===== config.mk =====
export PLATFORM = sky130hd
export DESIGN_NAME = wdb_cell
export DESIGN_NICKNAME = d
export VERILOG_FILES = /design/src/rtl/core/wdb_pkg.sv /design/src/rtl/core/wdb_cell.sv
export SDC_FILE = /design/constraint.sdc
export NUM_CORES = 1
export LEC_CHECK = 0
export BUFFER_PORTS_ARGS = -buffer_cell sky130_fd_sc_hd__buf_2
export CORE_MARGIN = 8
export CORE_UTILIZATION = 50
export DETAILED_ROUTE_END_ITERATION = 10
export PLACE_DENSITY = 0.8
export SYNTH_ARGS = -nofsm -noshare
export SYNTH_HDL_FRONTEND = slang
export SYNTH_SLANG_ARGS = --single-unit
export TNS_END_PERCENT = 50

===== constraint.sdc =====
create_clock -name i_clk -period 9.82 [get_ports i_clk]
set_clock_uncertainty 0.15 [all_clocks]
set_input_delay 1.473 -clock i_clk [delete_from_list [all_inputs] [get_ports i_clk]]
set_output_delay 1.473 -clock i_clk [all_outputs]
set_load 0.02 [all_outputs]

===== src/rtl/core/wdb_pkg.sv =====
// ---------------------------------------------------------------------------
// wdb_pkg
// Widths, constants and cell types of the Wiener deconvolution bin block.
// ---------------------------------------------------------------------------
`default_nettype none
package wdb_pkg;
    localparam int KW    = 20;   // kernel component
    localparam int GW    = 32;   // image component
    localparam int CW    = 24;   // inv_snr register
    localparam int OW    = 48;   // result component
    localparam int DW    = 41;   // denominator
    localparam int MW    = 52;   // numerator magnitude
    localparam int QW    = 50;   // quotient bits = number of cells
    localparam int EPS_Q16 = 7;

    typedef struct packed {
        logic [DW-1:0] rem;
        logic [QW-1:0] sh;   // dividend bits out at top, quotient bits in at bottom
        logic          neg;
    } t_lane;

    typedef struct packed {
        logic          vld;
        logic [DW-1:0] den;
        t_lane         re;
        t_lane         im;
    } t_cell;
endpackage
`default_nettype wire


===== src/rtl/core/wdb_cell.sv =====
// ---------------------------------------------------------------------------
// wdb_cell
// One restoring-division step for both lanes, registered.
// ---------------------------------------------------------------------------
`default_nettype none
module wdb_cell (
    input  wire logic           i_clk,
    input  wire logic           i_rst_n,
    input  wire logic           i_en,
    input  wdb_pkg::t_cell      i_cell,
    output wdb_pkg::t_cell      o_cell
);
    import wdb_pkg::*;

    t_cell r_cell;
    t_cell n_cell;

    function automatic t_lane step(input t_lane l, input logic [DW-1:0] den);
        logic [DW:0]   t;
        t_lane         o;
        t = {l.rem, l.sh[QW-1]};
        o = l;
        if (t >= {1'b0, den}) begin
            o.rem = DW'(t - {1'b0, den});
            o.sh  = {l.sh[QW-2:0], 1'b1};
        end else begin
            o.rem = t[DW-1:0];
            o.sh  = {l.sh[QW-2:0], 1'b0};
        end
        return o;
    endfunction

    always_comb begin
        n_cell     = i_cell;
        n_cell.re  = step(i_cell.re, i_cell.den);
        n_cell.im  = step(i_cell.im, i_cell.den);
    end

    always_ff @(posedge i_clk) begin
        if (!i_rst_n) begin
            r_cell.vld <= 1'b0;
        end else if (i_en) begin
            r_cell.vld <= n_cell.vld;
        end
        if (i_en) begin
            r_cell.den <= n_cell.den;
            r_cell.re  <= n_cell.re;
            r_cell.im  <= n_cell.im;
        end
    end

    assign o_cell = r_cell;
endmodule
`default_nettype wire


==> results of run 1 <==
worst min path at each step:
stage	to	slack (ps)	startpoint
2_1_floorplan	o_cell[225]	440	o_cell[225]
3_3_place_gp	o_cell[225]	340	o_cell[225]
3_5_place_dp	o_cell[225]	370	o_cell[225]
4_1_cts	o_cell[225]	380	o_cell[225]
5_1_grt	o_cell[225]	420	o_cell[225]
6_report	o_cell[225]	380	o_cell[225]
cell usage after synthesis, types with 13 or more instances:
cell type | n | area, um2
nand4_1 | 18 | 113
a31oi_1 | 14 | 87.6
edfxtp_1 | 225 | 6760
nand3_1 | 23 | 115
ha_1 | 82 | 1030
nor2_1 | 81 | 304
a21oi_1 | 103 | 515
xor2_1 | 23 | 201
nand2_1 | 66 | 248
clkbuf_1 | 21 | 78.8
nor3_1 | 13 | 65.1
o21ai_0 | 39 | 195
inv_1 | 68 | 255
a21o_1 | 55 | 413
xnor2_1 | 49 | 429
a211oi_1 | 14 | 105
mux2_4 | 35 | 526
routing by layer:
| layer | vias to the layer above | global-route usage [%] | routed length [um] |
|---|---|---|---|
| met5 | - | 0 | 27 |
| met4 | 4 | 13.0 | 2110 |
| met3 | 96 | 6.43 | 3940 |
| met2 | 492 | 46.0 | 21700 |
| met1 | 5106 | 30.4 | 15900 |
| li1 | 4987 | - | - |
worst max-delay path, stage by stage:
cell and delay, ps:
buf_2 90, inv_1 80, ha_1 420, and4_1 280, nand3_1 140, nor4_1 440, nand3_1 240, nor4_1 680
a211oi_1 230, o211ai_4 380, buf_4 550, mux2_2 390
cells by family (layout without fill, tap and decap cells):
group	after synthesis	after routing	share of synthesized area, %
AOI/OAI and AO/OA	295	295	15.4
and+or+nand+nor	253	253	9.32
DFF	226	226	52.8
buffers and inverters	105	568	3.73
adders and majority gates	84	84	8.30
xor gates and xnor gates	72	72	4.91
muxes	53	53	5.62
other	0	7	0
stage by stage:
step                      hold WS (ps)  utilization, %
final                              378            64.0
after global routing               417            64.0
after CTS                          382            63.9
after detailed placement           365            61.0
after global placement             341            61.0
after floorplan                    439               -
cell type report:
cell class / count / share of cell area [%]
antenna: 7 / 0.109
clock buffer: 27 / 3.93
clock inverter: 15 / 0.714
inverter: 68 / 1.58
multi-input combinational: 757 / 34.7
sequential: 226 / 42.0
tap: 330 / 2.56
timing repair buffer: 458 / 14.3
cell usage in the layout (no fill, tap or decap), types with 23 or more instances in the layout:
cell,synthesis,layout
buf_2,10,453
nand3_1,23,23
ha_1,82,82
a21o_1,55,55
mux2_4,35,35
o21ai_0,39,39
nand2_1,66,66
a21oi_1,103,103
inv_1,68,68
xor2_1,23,23
xnor2_1,49,49
edfxtp_1,225,225
nor2_1,81,81
clkbuf_16,0,25
report_power, final:
part	switching, mW	internal, mW	leakage [nW]
clock	0.381	0.491	0.360
sequential	0.0280	1.19	2.21
combinational	0.503	0.309	4.72
==> reports/metrics.cfg, run 1 <==
[final_layout]
register_area_um2=6780
multi_input_area_um2=5600
nNetsFinal=1849
stdcell_count=1888
syn_to_final_growth_pct=25.5
largest_reg_flops=226
fin_area_um2=16100
nFillCells=2023
drive_gt1_share_pct=36.3

[placed_design]
gp_congestion=0.935
dp_hpwl_um=35800
placedCellCount=1839
port_buffers=454
pre_cts_slack_ps=4000
dpl_cell_area_um2=15400

[job]
cap_viol_max_count=0

[clocking]
clkTransAtPathRegs_ps=60
post_cts_resized=0
cts_buffers=25
tritoncts=built
cts_hold_buf=0
clockRootBuffer=clkbuf_16
cts_sinks=226
cts.htree.levels=1
clock_path_buffers=3
post_cts_buffers=0
clk_latency_ps=520

[critical_path]
critPathLaunchType=input pin
r2r_end=o_cell[225]
crit_start=i_cell[218]
critPathCapture=o_cell[52]
end_kind=flop
critPathMaxFanout=26
critical_path_class=input pin to flop
cp_data_required_time_ps=9950
cp.arrival_ps=5430
r2r_start=o_cell[225]
r2r_slack_ps=9080
reg2reg_depth=2

[timing]
relSlewSlack_pct=31.8
fin_crit_sh_pct=54.0
worst_slew_pin_slew_ps=1020
hold_viol_final=0
finalSetupViolCount=0
rsz0062_at_grt=false
period_needed_ps=5310
drv_slew=0
fin_ws_ps=4510
timing.fmax_mhz=188
fin_tns_setup_ps=0

[synth]
synth_edf_count=225
syn_nets=1401
syn_area_per_cell_um2=11.8
async_reset_ff_share_pct=0
synth_seq_cells=226
ys_types=70
netlist_area_um2=12800
netlist_instances=1088
yosysWarnings=0
yosys_most_used_dff=edfxtp_1
ys_seq_area_share_pct=52.8

[route]
drt_iter0_markers=736
wire_per_inst_um=23.2
ant_nets=0
drt-vias-per-instance=5.66
drt-total-wl_um=43700
vias=10700
drc=0
dr.pass1.iters=5

[global_routing]
grtUsageTotal_pct=26.6
gr-total-overflow=0
grt_start_max_net_pins=85
antenna_found_initial=8
grt_pass1_vias=10600
grt_pass1_wl_um=63200

[floorplan]
rows=58
die_height_um=176
ios=455
start_util_pct=51.0
dieWidth_um=176
coreArea_um2=25200
die_area_um2=31100

[pwr]
irDropWorstVdd_mv=0.131
power_density_nw_per_um2=180
leakagePower_nw=7.29
fin_total_pwr_mw=2.91

[run_status]
outcome=finished, final reports clean

[hold_path]
holdPathStages=2
hold_class=flop to flop

Power figures use the tool's default switching activity.
==> run 2: changes to the inputs <==
--- a/config.mk
+++ b/config.mk
@@ -6,10 +6,11 @@
 export NUM_CORES = 1
 export LEC_CHECK = 0
 export BUFFER_PORTS_ARGS = -buffer_cell sky130_fd_sc_hd__buf_2
+export CORE_ASPECT_RATIO = 1.25
 export CORE_MARGIN = 8
-export CORE_UTILIZATION = 50
+export CORE_UTILIZATION = 46
 export DETAILED_ROUTE_END_ITERATION = 10
-export PLACE_DENSITY = 0.8
+export PLACE_DENSITY = 0.78
 export SYNTH_ARGS = -nofsm -noshare
 export SYNTH_HDL_FRONTEND = slang
 export SYNTH_SLANG_ARGS = --single-unit
==> constraint.sdc (replaced) <==
create_clock -name i_clk -period 4.49 [get_ports i_clk]
set_clock_uncertainty 0.15 [all_clocks]
set_input_delay 0.6735 -clock i_clk [delete_from_list [all_inputs] [get_ports i_clk]]
set_output_delay 0.6735 -clock i_clk [all_outputs]
set_load 0.02 [all_outputs]
==> reports/metrics.cfg, run 2 (synthesis results as in run 1) <==
[run_status]
outcome=finished, final reports clean  ; unchanged

[timing]
timing.fmax_mhz=255
rsz0062_at_grt=false  ; unchanged
finalSetupViolCount=0  ; unchanged
drv_slew=0  ; unchanged
relSlewSlack_pct=39.4  ; was 31.8%
period_needed_ps=3920
fin_crit_sh_pct=87.3
hold_viol_final=0  ; unchanged
worst_slew_pin_slew_ps=909  ; was 1020 ps
fin_tns_setup_ps=0  ; unchanged

[final_layout]
largest_reg_flops=226  ; unchanged
register_area_um2=6780  ; unchanged
fin_util_pct=58.8  ; was 64.0%
mostFrequentLayoutCell=buf_2  ; unchanged
nFillCells=2366  ; was 2,023
final_cell_mix=buf_2, edfxtp_1, a21oi_1  ; unchanged
nNetsFinal=1853  ; was 1,849
syn_to_final_growth_pct=26.2  ; was 25.5%
drive_gt1_share_pct=36.2  ; was 36.3%
multi_input_area_um2=5600  ; unchanged

[clocking]
clk_latency_ps=510  ; was 520 ps
cts_buffers=25  ; unchanged
tritoncts=built  ; unchanged
cts_hold_buf=0  ; unchanged
post_cts_resized=0  ; unchanged
clkTransAtPathRegs_ps=60  ; about the same
clockRootBuffer=clkbuf_16  ; unchanged
post_cts_buffers=0  ; unchanged
cts_sinks=226  ; unchanged
clock_path_buffers=3  ; unchanged
cts.htree.levels=1  ; unchanged

[pwr]
leakagePower_nw=7.33  ; was 7.29 nW
swShare_pct=31.5  ; was 31.4%
irDropWorstVdd_mv=0.309  ; was 0.131 mV
comb_power_share_pct=28.0  ; was 27.9%
power_density_nw_per_um2=398  ; was 180 nW/um2
power.share.clock_pct=30.3  ; was 30.0%
intPower_mw=4.42  ; was 1.99 mW
power.switching_mw=2.04  ; was 0.912 mW
p_seq_share_pct=41.7  ; was 42.1%

[route]
ant_nets=0  ; unchanged
drt-vias-per-instance=5.56  ; was 5.66
wire_per_inst_um=25.6  ; was 23.2 um
drt_iter0_markers=669  ; was 736
dr.pass1.iters=6  ; was 5
vias=10600  ; was 10,700
drc=0  ; unchanged
drt-total-wl_um=48800  ; was 43,700 um

[global_routing]
grt_start_max_net_pins=117  ; was 85
grtUsageTotal_pct=27.9  ; was 26.6%
gr-total-overflow=0  ; unchanged
grt_pass1_wl_um=68700  ; was 63,200 um
antenna_found_initial=12  ; was 8
grt_pass1_vias=10900  ; was 10,600

[hold_path]
holdPathStages=1  ; was 2
hold_class=input pin to flop  ; was flop to flop

[placed_design]
port_buffers=454  ; unchanged
dp_hpwl_um=40600  ; was 35,800 um
gp_congestion=0.970  ; was 0.935

[floorplan]
dieWidth_um=165  ; was 176 um
die_area_um2=33600  ; was 31,100 um2
rows=68  ; was 58
coreArea_um2=27600  ; was 25,200 um2
die_height_um=203  ; was 176 um
start_util_pct=46.6  ; was 51.0%
ios=455  ; unchanged

[critical_path]
cp_data_required_time_ps=4620  ; was 9950 ps
critical_path_class=input pin to flop  ; unchanged
critPathMaxFanout=24  ; was 26
reg2reg_depth=2  ; unchanged
critPathLaunchType=input pin  ; unchanged
end_kind=flop  ; unchanged
cp.arrival_ps=4050  ; was 5430 ps

[job]
cap_viol_max_count=0  ; unchanged

## run 2: cell types whose count changed in the layout (fill, tap and decap cells not counted)
cell	change
buf_4	+2
bufinv_16	+1
diode_2	-2
buf_12	+2
clkinv_4	-2
inv_6	+1
clkinv_1	+5
clkinvlp_4	-4
## run 2: power by group through the flow
stage	Clock, mW	Combinational (mW)	Sequential (mW)
finish	1.95	1.81	2.69
floorplan	0	0.834	3.02
CTS	1.99	1.81	2.69
global route	2.07	1.94	2.71
global placement	0	1.79	2.73
detailed placement	0	1.80	2.73
## run 2: final timing paths
check	endpoint	slack, ps	start
worst max-delay path	o_cell[91]	570	i_cell[220]
worst min-delay path	o_cell[11]	170	i_cell[10]
worst max register to register	o_cell[225]	3750	o_cell[225]
worst min register to register	o_cell[225]	370	o_cell[225]
## run 2: worst max-delay path, stage by stage
cell	delay [ps]
buf_2	90
inv_1	90
ha_1	410
and4_1	300
nand3_1	150
nor4_1	430
nand3_1	220
nor4_1	530
a211oi_1	210
o211ai_4	110
buf_4	430
mux2_2	390
## run 2: area by class of cell
type	instances	share of cell area (%)
clock buffer	27	3.91
antenna	5	0.0772
clock inverter	16	0.772
sequential	226	41.8
multi-input combinational	757	34.5
tap	350	2.70
inverter	68	1.58
timing repair buffer	462	14.6
## run 2: metrics by stage
step                      setup WS (ps)  instances  hold WS, ps  instance area [um2]  power, mW
after CTS                           693       1906          156                16200       6.50
final                               572       1911          173                16200       6.46
after detailed placement            159       1863          355                15400       4.54
after floorplan                     889       1088          439                12800       3.85
after global routing                462       1907          158                16200       6.72
after global placement              241       1863          352                15400       4.52
## run 2: routing by layer
| layer | wire length, um | vias to the layer above | track usage, % | part of all wire [%] |
|---|---|---|---|---|
| met5 | 84 | - | 0 | 0.17 |
| li1 | - | 4990 | - | - |
| met2 | 23800 | 546 | 48.1 | 49 |
| met4 | 2420 | 12 | 12.9 | 5.0 |
| met1 | 16200 | 4969 | 28.2 | 33 |
| met3 | 6290 | 108 | 12.3 | 13 |
==> run 3: changes to the inputs <==
--- a/config.mk
+++ b/config.mk
@@ -5,12 +5,13 @@
 export SDC_FILE = /design/constraint.sdc
 export NUM_CORES = 1
 export LEC_CHECK = 0
+export ABC_AREA = 1
 export BUFFER_PORTS_ARGS = -buffer_cell sky130_fd_sc_hd__buf_2
 export CORE_ASPECT_RATIO = 1.25
 export CORE_MARGIN = 8
-export CORE_UTILIZATION = 46
+export CORE_UTILIZATION = 47
 export DETAILED_ROUTE_END_ITERATION = 10
-export PLACE_DENSITY = 0.78
+export PLACE_DENSITY = 0.77
 export SYNTH_ARGS = -nofsm -noshare
 export SYNTH_HDL_FRONTEND = slang
 export SYNTH_SLANG_ARGS = --single-unit
==> reports/metrics.cfg, run 3 <==
[final_layout]
syn_to_final_growth_pct=24.0  ; was 26.2%
fin_area_um2=18000  ; was 16,200 um2
nNetsFinal=2628  ; was 1,853
register_area_um2=6780  ; unchanged
mostFrequentLayoutCell=nand2_1  ; was buf_2
stdcell_count=2740  ; was 1,911
multi_input_area_um2=6400  ; was 5600 um2
largest_reg_flops=226  ; unchanged
nFillCells=2837  ; was 2,366
final_cell_mix=nand2_1, buf_2, inv_1  ; was buf_2, edfxtp_1, a21oi_1
drive_gt1_share_pct=22.9  ; was 36.2%

[timing]
period_needed_ps=3150  ; was 3920 ps
drv_slew=0  ; unchanged
rsz0062_at_grt=false  ; unchanged
fin_crit_sh_pct=70.2  ; was 87.3%
worst_slew_pin_slew_ps=944  ; was 909 ps
fin_ws_ps=1340  ; was 572 ps
finalSetupViolCount=0  ; unchanged
fin_tns_setup_ps=0  ; unchanged
timing.fmax_mhz=317  ; was 255 MHz
relSlewSlack_pct=37.0  ; was 39.4%
hold_viol_final=0  ; unchanged

[critical_path]
r2r_start=o_cell[225]  ; unchanged
cp_data_required_time_ps=4600  ; was 4620 ps
critPathBufInv=2  ; was 3
cp_cell_sequence=buf_2, ha_1, inv_1, fa_1, nand3_1, nand3_1, nand2_1, nand3_2, nand2_2, nand2_4, nand2_1, o21ai_0  ; was buf_2, inv_1, ha_1, and4_1, nand3_1, nor4_1, nand3_1, nor4_1, a211oi_1, o211ai_4, buf_4, mux2_2
r2r_end=o_cell[225]  ; unchanged
r2r_slack_ps=3620  ; was 3750 ps
cp.arrival_ps=3260  ; was 4050 ps
reg2reg_depth=2  ; unchanged
cp_slowest_cell=fa_1  ; was nor4_1
critPathLaunchType=input pin  ; unchanged
critPathMaxFanout=43  ; was 24
end_kind=flop  ; unchanged
critical_path_class=input pin to flop  ; unchanged
cp_top_family=simple AND/OR/NAND/NOR gates  ; unchanged
slowest_delay_ps=440  ; was 530 ps

[placed_design]
port_buffers=454  ; unchanged
gp_congestion=0.971  ; was 0.970
dpl_cell_area_um2=17200  ; was 15,400 um2
placedCellCount=2696  ; was 1,863
dp_hpwl_um=48000  ; was 40,600 um
pre_cts_slack_ps=869  ; was 159 ps

[pwr]
leakagePower_nw=9.39  ; was 7.33 nW
irDropWorstVdd_mv=0.256  ; was 0.309 mV
power_density_nw_per_um2=362  ; was 398 nW/um2

[route]
ant_nets=0  ; unchanged
vias=14000  ; was 10,600
drt_iter0_markers=1039  ; was 669
wire_per_inst_um=20.7  ; was 25.6 um
drc=0  ; unchanged
dr.pass1.iters=6  ; unchanged
drt-total-wl_um=56800  ; was 48,800 um
drt-vias-per-instance=5.10  ; was 5.56

[floorplan]
ios=455  ; unchanged
dieWidth_um=173  ; was 165 um
rows=72  ; was 68
start_util_pct=47.2  ; was 46.6%
die_height_um=212  ; was 203 um
coreArea_um2=30600  ; was 27,600 um2
die_area_um2=36700  ; was 33,600 um2

[clocking]
tritoncts=built  ; unchanged
cts_sinks=226  ; unchanged
clock_path_buffers=3  ; unchanged
clkTransAtPathRegs_ps=60  ; about the same
cts_hold_buf=0  ; unchanged
clk_latency_ps=530  ; was 510 ps
post_cts_buffers=0  ; unchanged
clockRootBuffer=clkbuf_16  ; unchanged
cts.htree.levels=1  ; unchanged
cts_buffers=24  ; was 25
post_cts_resized=0  ; unchanged

[synth]
synthTopCellsByArea=edfxtp_1, nand2_1, inv_1, ha_1, nand3_1  ; was edfxtp_1, ha_1, mux2_4, a21oi_1, xnor2_1
yosys.area.top_type=edfxtp_1  ; unchanged
ys_types=33  ; was 70
synth.top_cell.area_share_pct=46.7  ; was 52.6%
yosysMostFrequentCell=nand2_1  ; was edfxtp_1
synth_edf_count=225  ; unchanged
netlist_instances=1849  ; was 1,088
syn_nets=2162  ; was 1,401
async_reset_ff_share_pct=0  ; unchanged
netlist_top_cells_count=nand2_1, inv_1, edfxtp_1, nor2_1, nand3_1  ; was edfxtp_1, a21oi_1, ha_1, nor2_1, inv_1
syn_area_per_cell_um2=7.83  ; was 11.8 um2
yosysWarnings=0  ; unchanged
netlist_area_um2=14500  ; was 12,800 um2
synth_seq_cells=226  ; unchanged
ys_seq_area_share_pct=46.8  ; was 52.8%
yosys_most_used_dff=edfxtp_1  ; unchanged

[global_routing]
grt_pass1_wl_um=83900  ; was 68,700 um
grt_pass1_vias=14000  ; was 10,900
grt_start_max_net_pins=125  ; was 117
antenna_found_initial=2  ; was 12
gr-total-overflow=0  ; unchanged
grtUsageTotal_pct=30.1  ; was 27.9%

[hold_path]
hp-start=i_cell[11]  ; was i_cell[10]
hold_class=input pin to flop  ; unchanged
hold_end=o_cell[12]  ; was o_cell[11]
holdPathStages=1  ; unchanged

[job]
cap_viol_max_count=0  ; unchanged

[run_status]
outcome=finished, final reports clean  ; unchanged

run 3: cell types whose count changed in the layout (fill, tap and decap cells not counted), sizes merged, moves of 14 or more:
| cell | previous run | this run |
|---|---|---|
| nand3b | 0 | 14 |
| nand2 | 68 | 720 |
| a21o | 55 | 4 |
| mux2 | 48 | 0 |
| a31oi | 15 | 0 |
| xor2 | 23 | 44 |
| xnor2 | 49 | 0 |
| o21ai | 39 | 22 |
| a21oi | 105 | 66 |
| nand3 | 23 | 140 |
| inv | 69 | 301 |
| a211oi | 14 | 0 |
| nor2 | 81 | 169 |
run 3: per-stage QoR:
step | hold WS (ps) | util, % | power, mW
finish | 160 | 58.6 | 6.49
global route | 145 | 58.6 | 6.77
CTS | 138 | 58.6 | 6.52
detailed placement | 438 | 56.1 | 4.52
global placement | 379 | 56.1 | 4.51
floorplan | 456 | - | 3.81
run 3: kinds of logic (layout without fill, tap and decap cells):
logic type,after synthesis,count (layout),synth area share (%)
DFF,226,226,46.8
adders and majority gates,84,84,7.37
buffers and inverters,320,803,8.93
and+or+nand+nor,1071,1071,30.3
xor gates and xnor gates,44,44,2.66
other,0,1,0
AOI/OAI and AO/OA,104,104,3.87
run 3: worst max path at each step:
stage | start | to | cells after the start
floorplan | i_cell[50] | o_cell[77] | 13
global placement | i_cell[184] | o_cell[181] | 12
detailed placement | i_cell[184] | o_cell[183] | 12
CTS | i_cell[184] | o_cell[143] | 12
global route | i_cell[184] | o_cell[143] | 12
finish | i_cell[184] | o_cell[143] | 12
run 3: layout make-up:
class                   count  share of cell area (%)
clock inverters            16                   0.815
flip-flops and latches    226                    37.7
diodes                      1                  0.0139
clock buffers              27                    3.53
repair buffers            460                    13.1
multi-input cells        1303                    35.7
well taps                 407                    2.84
inverters                 300                    6.29
run 3: layer usage:
layer	up-vias	track usage [%]	share of wire [%]
met5	-	0	0
met4	0	11.3	3.8
met3	105	7.12	7.9
met2	573	56.9	52
met1	6480	32.1	36
li1	6822	-	-
run 3: worst register-to-register path, delay by kind of cell (launching register included):
| family | cells | cell delay (ps) |
|---|---|---|
| AO/OA/AOI/OAI | 2 | 260 |
| flip-flops | 1 | 310 |
run 3: where the power goes:
group          switching (mW)  leakage (nW)  internal, mW
Sequential             0.0717          2.21          2.60
Clock                   0.867         0.381          1.14
Combinational            1.25          6.80         0.568
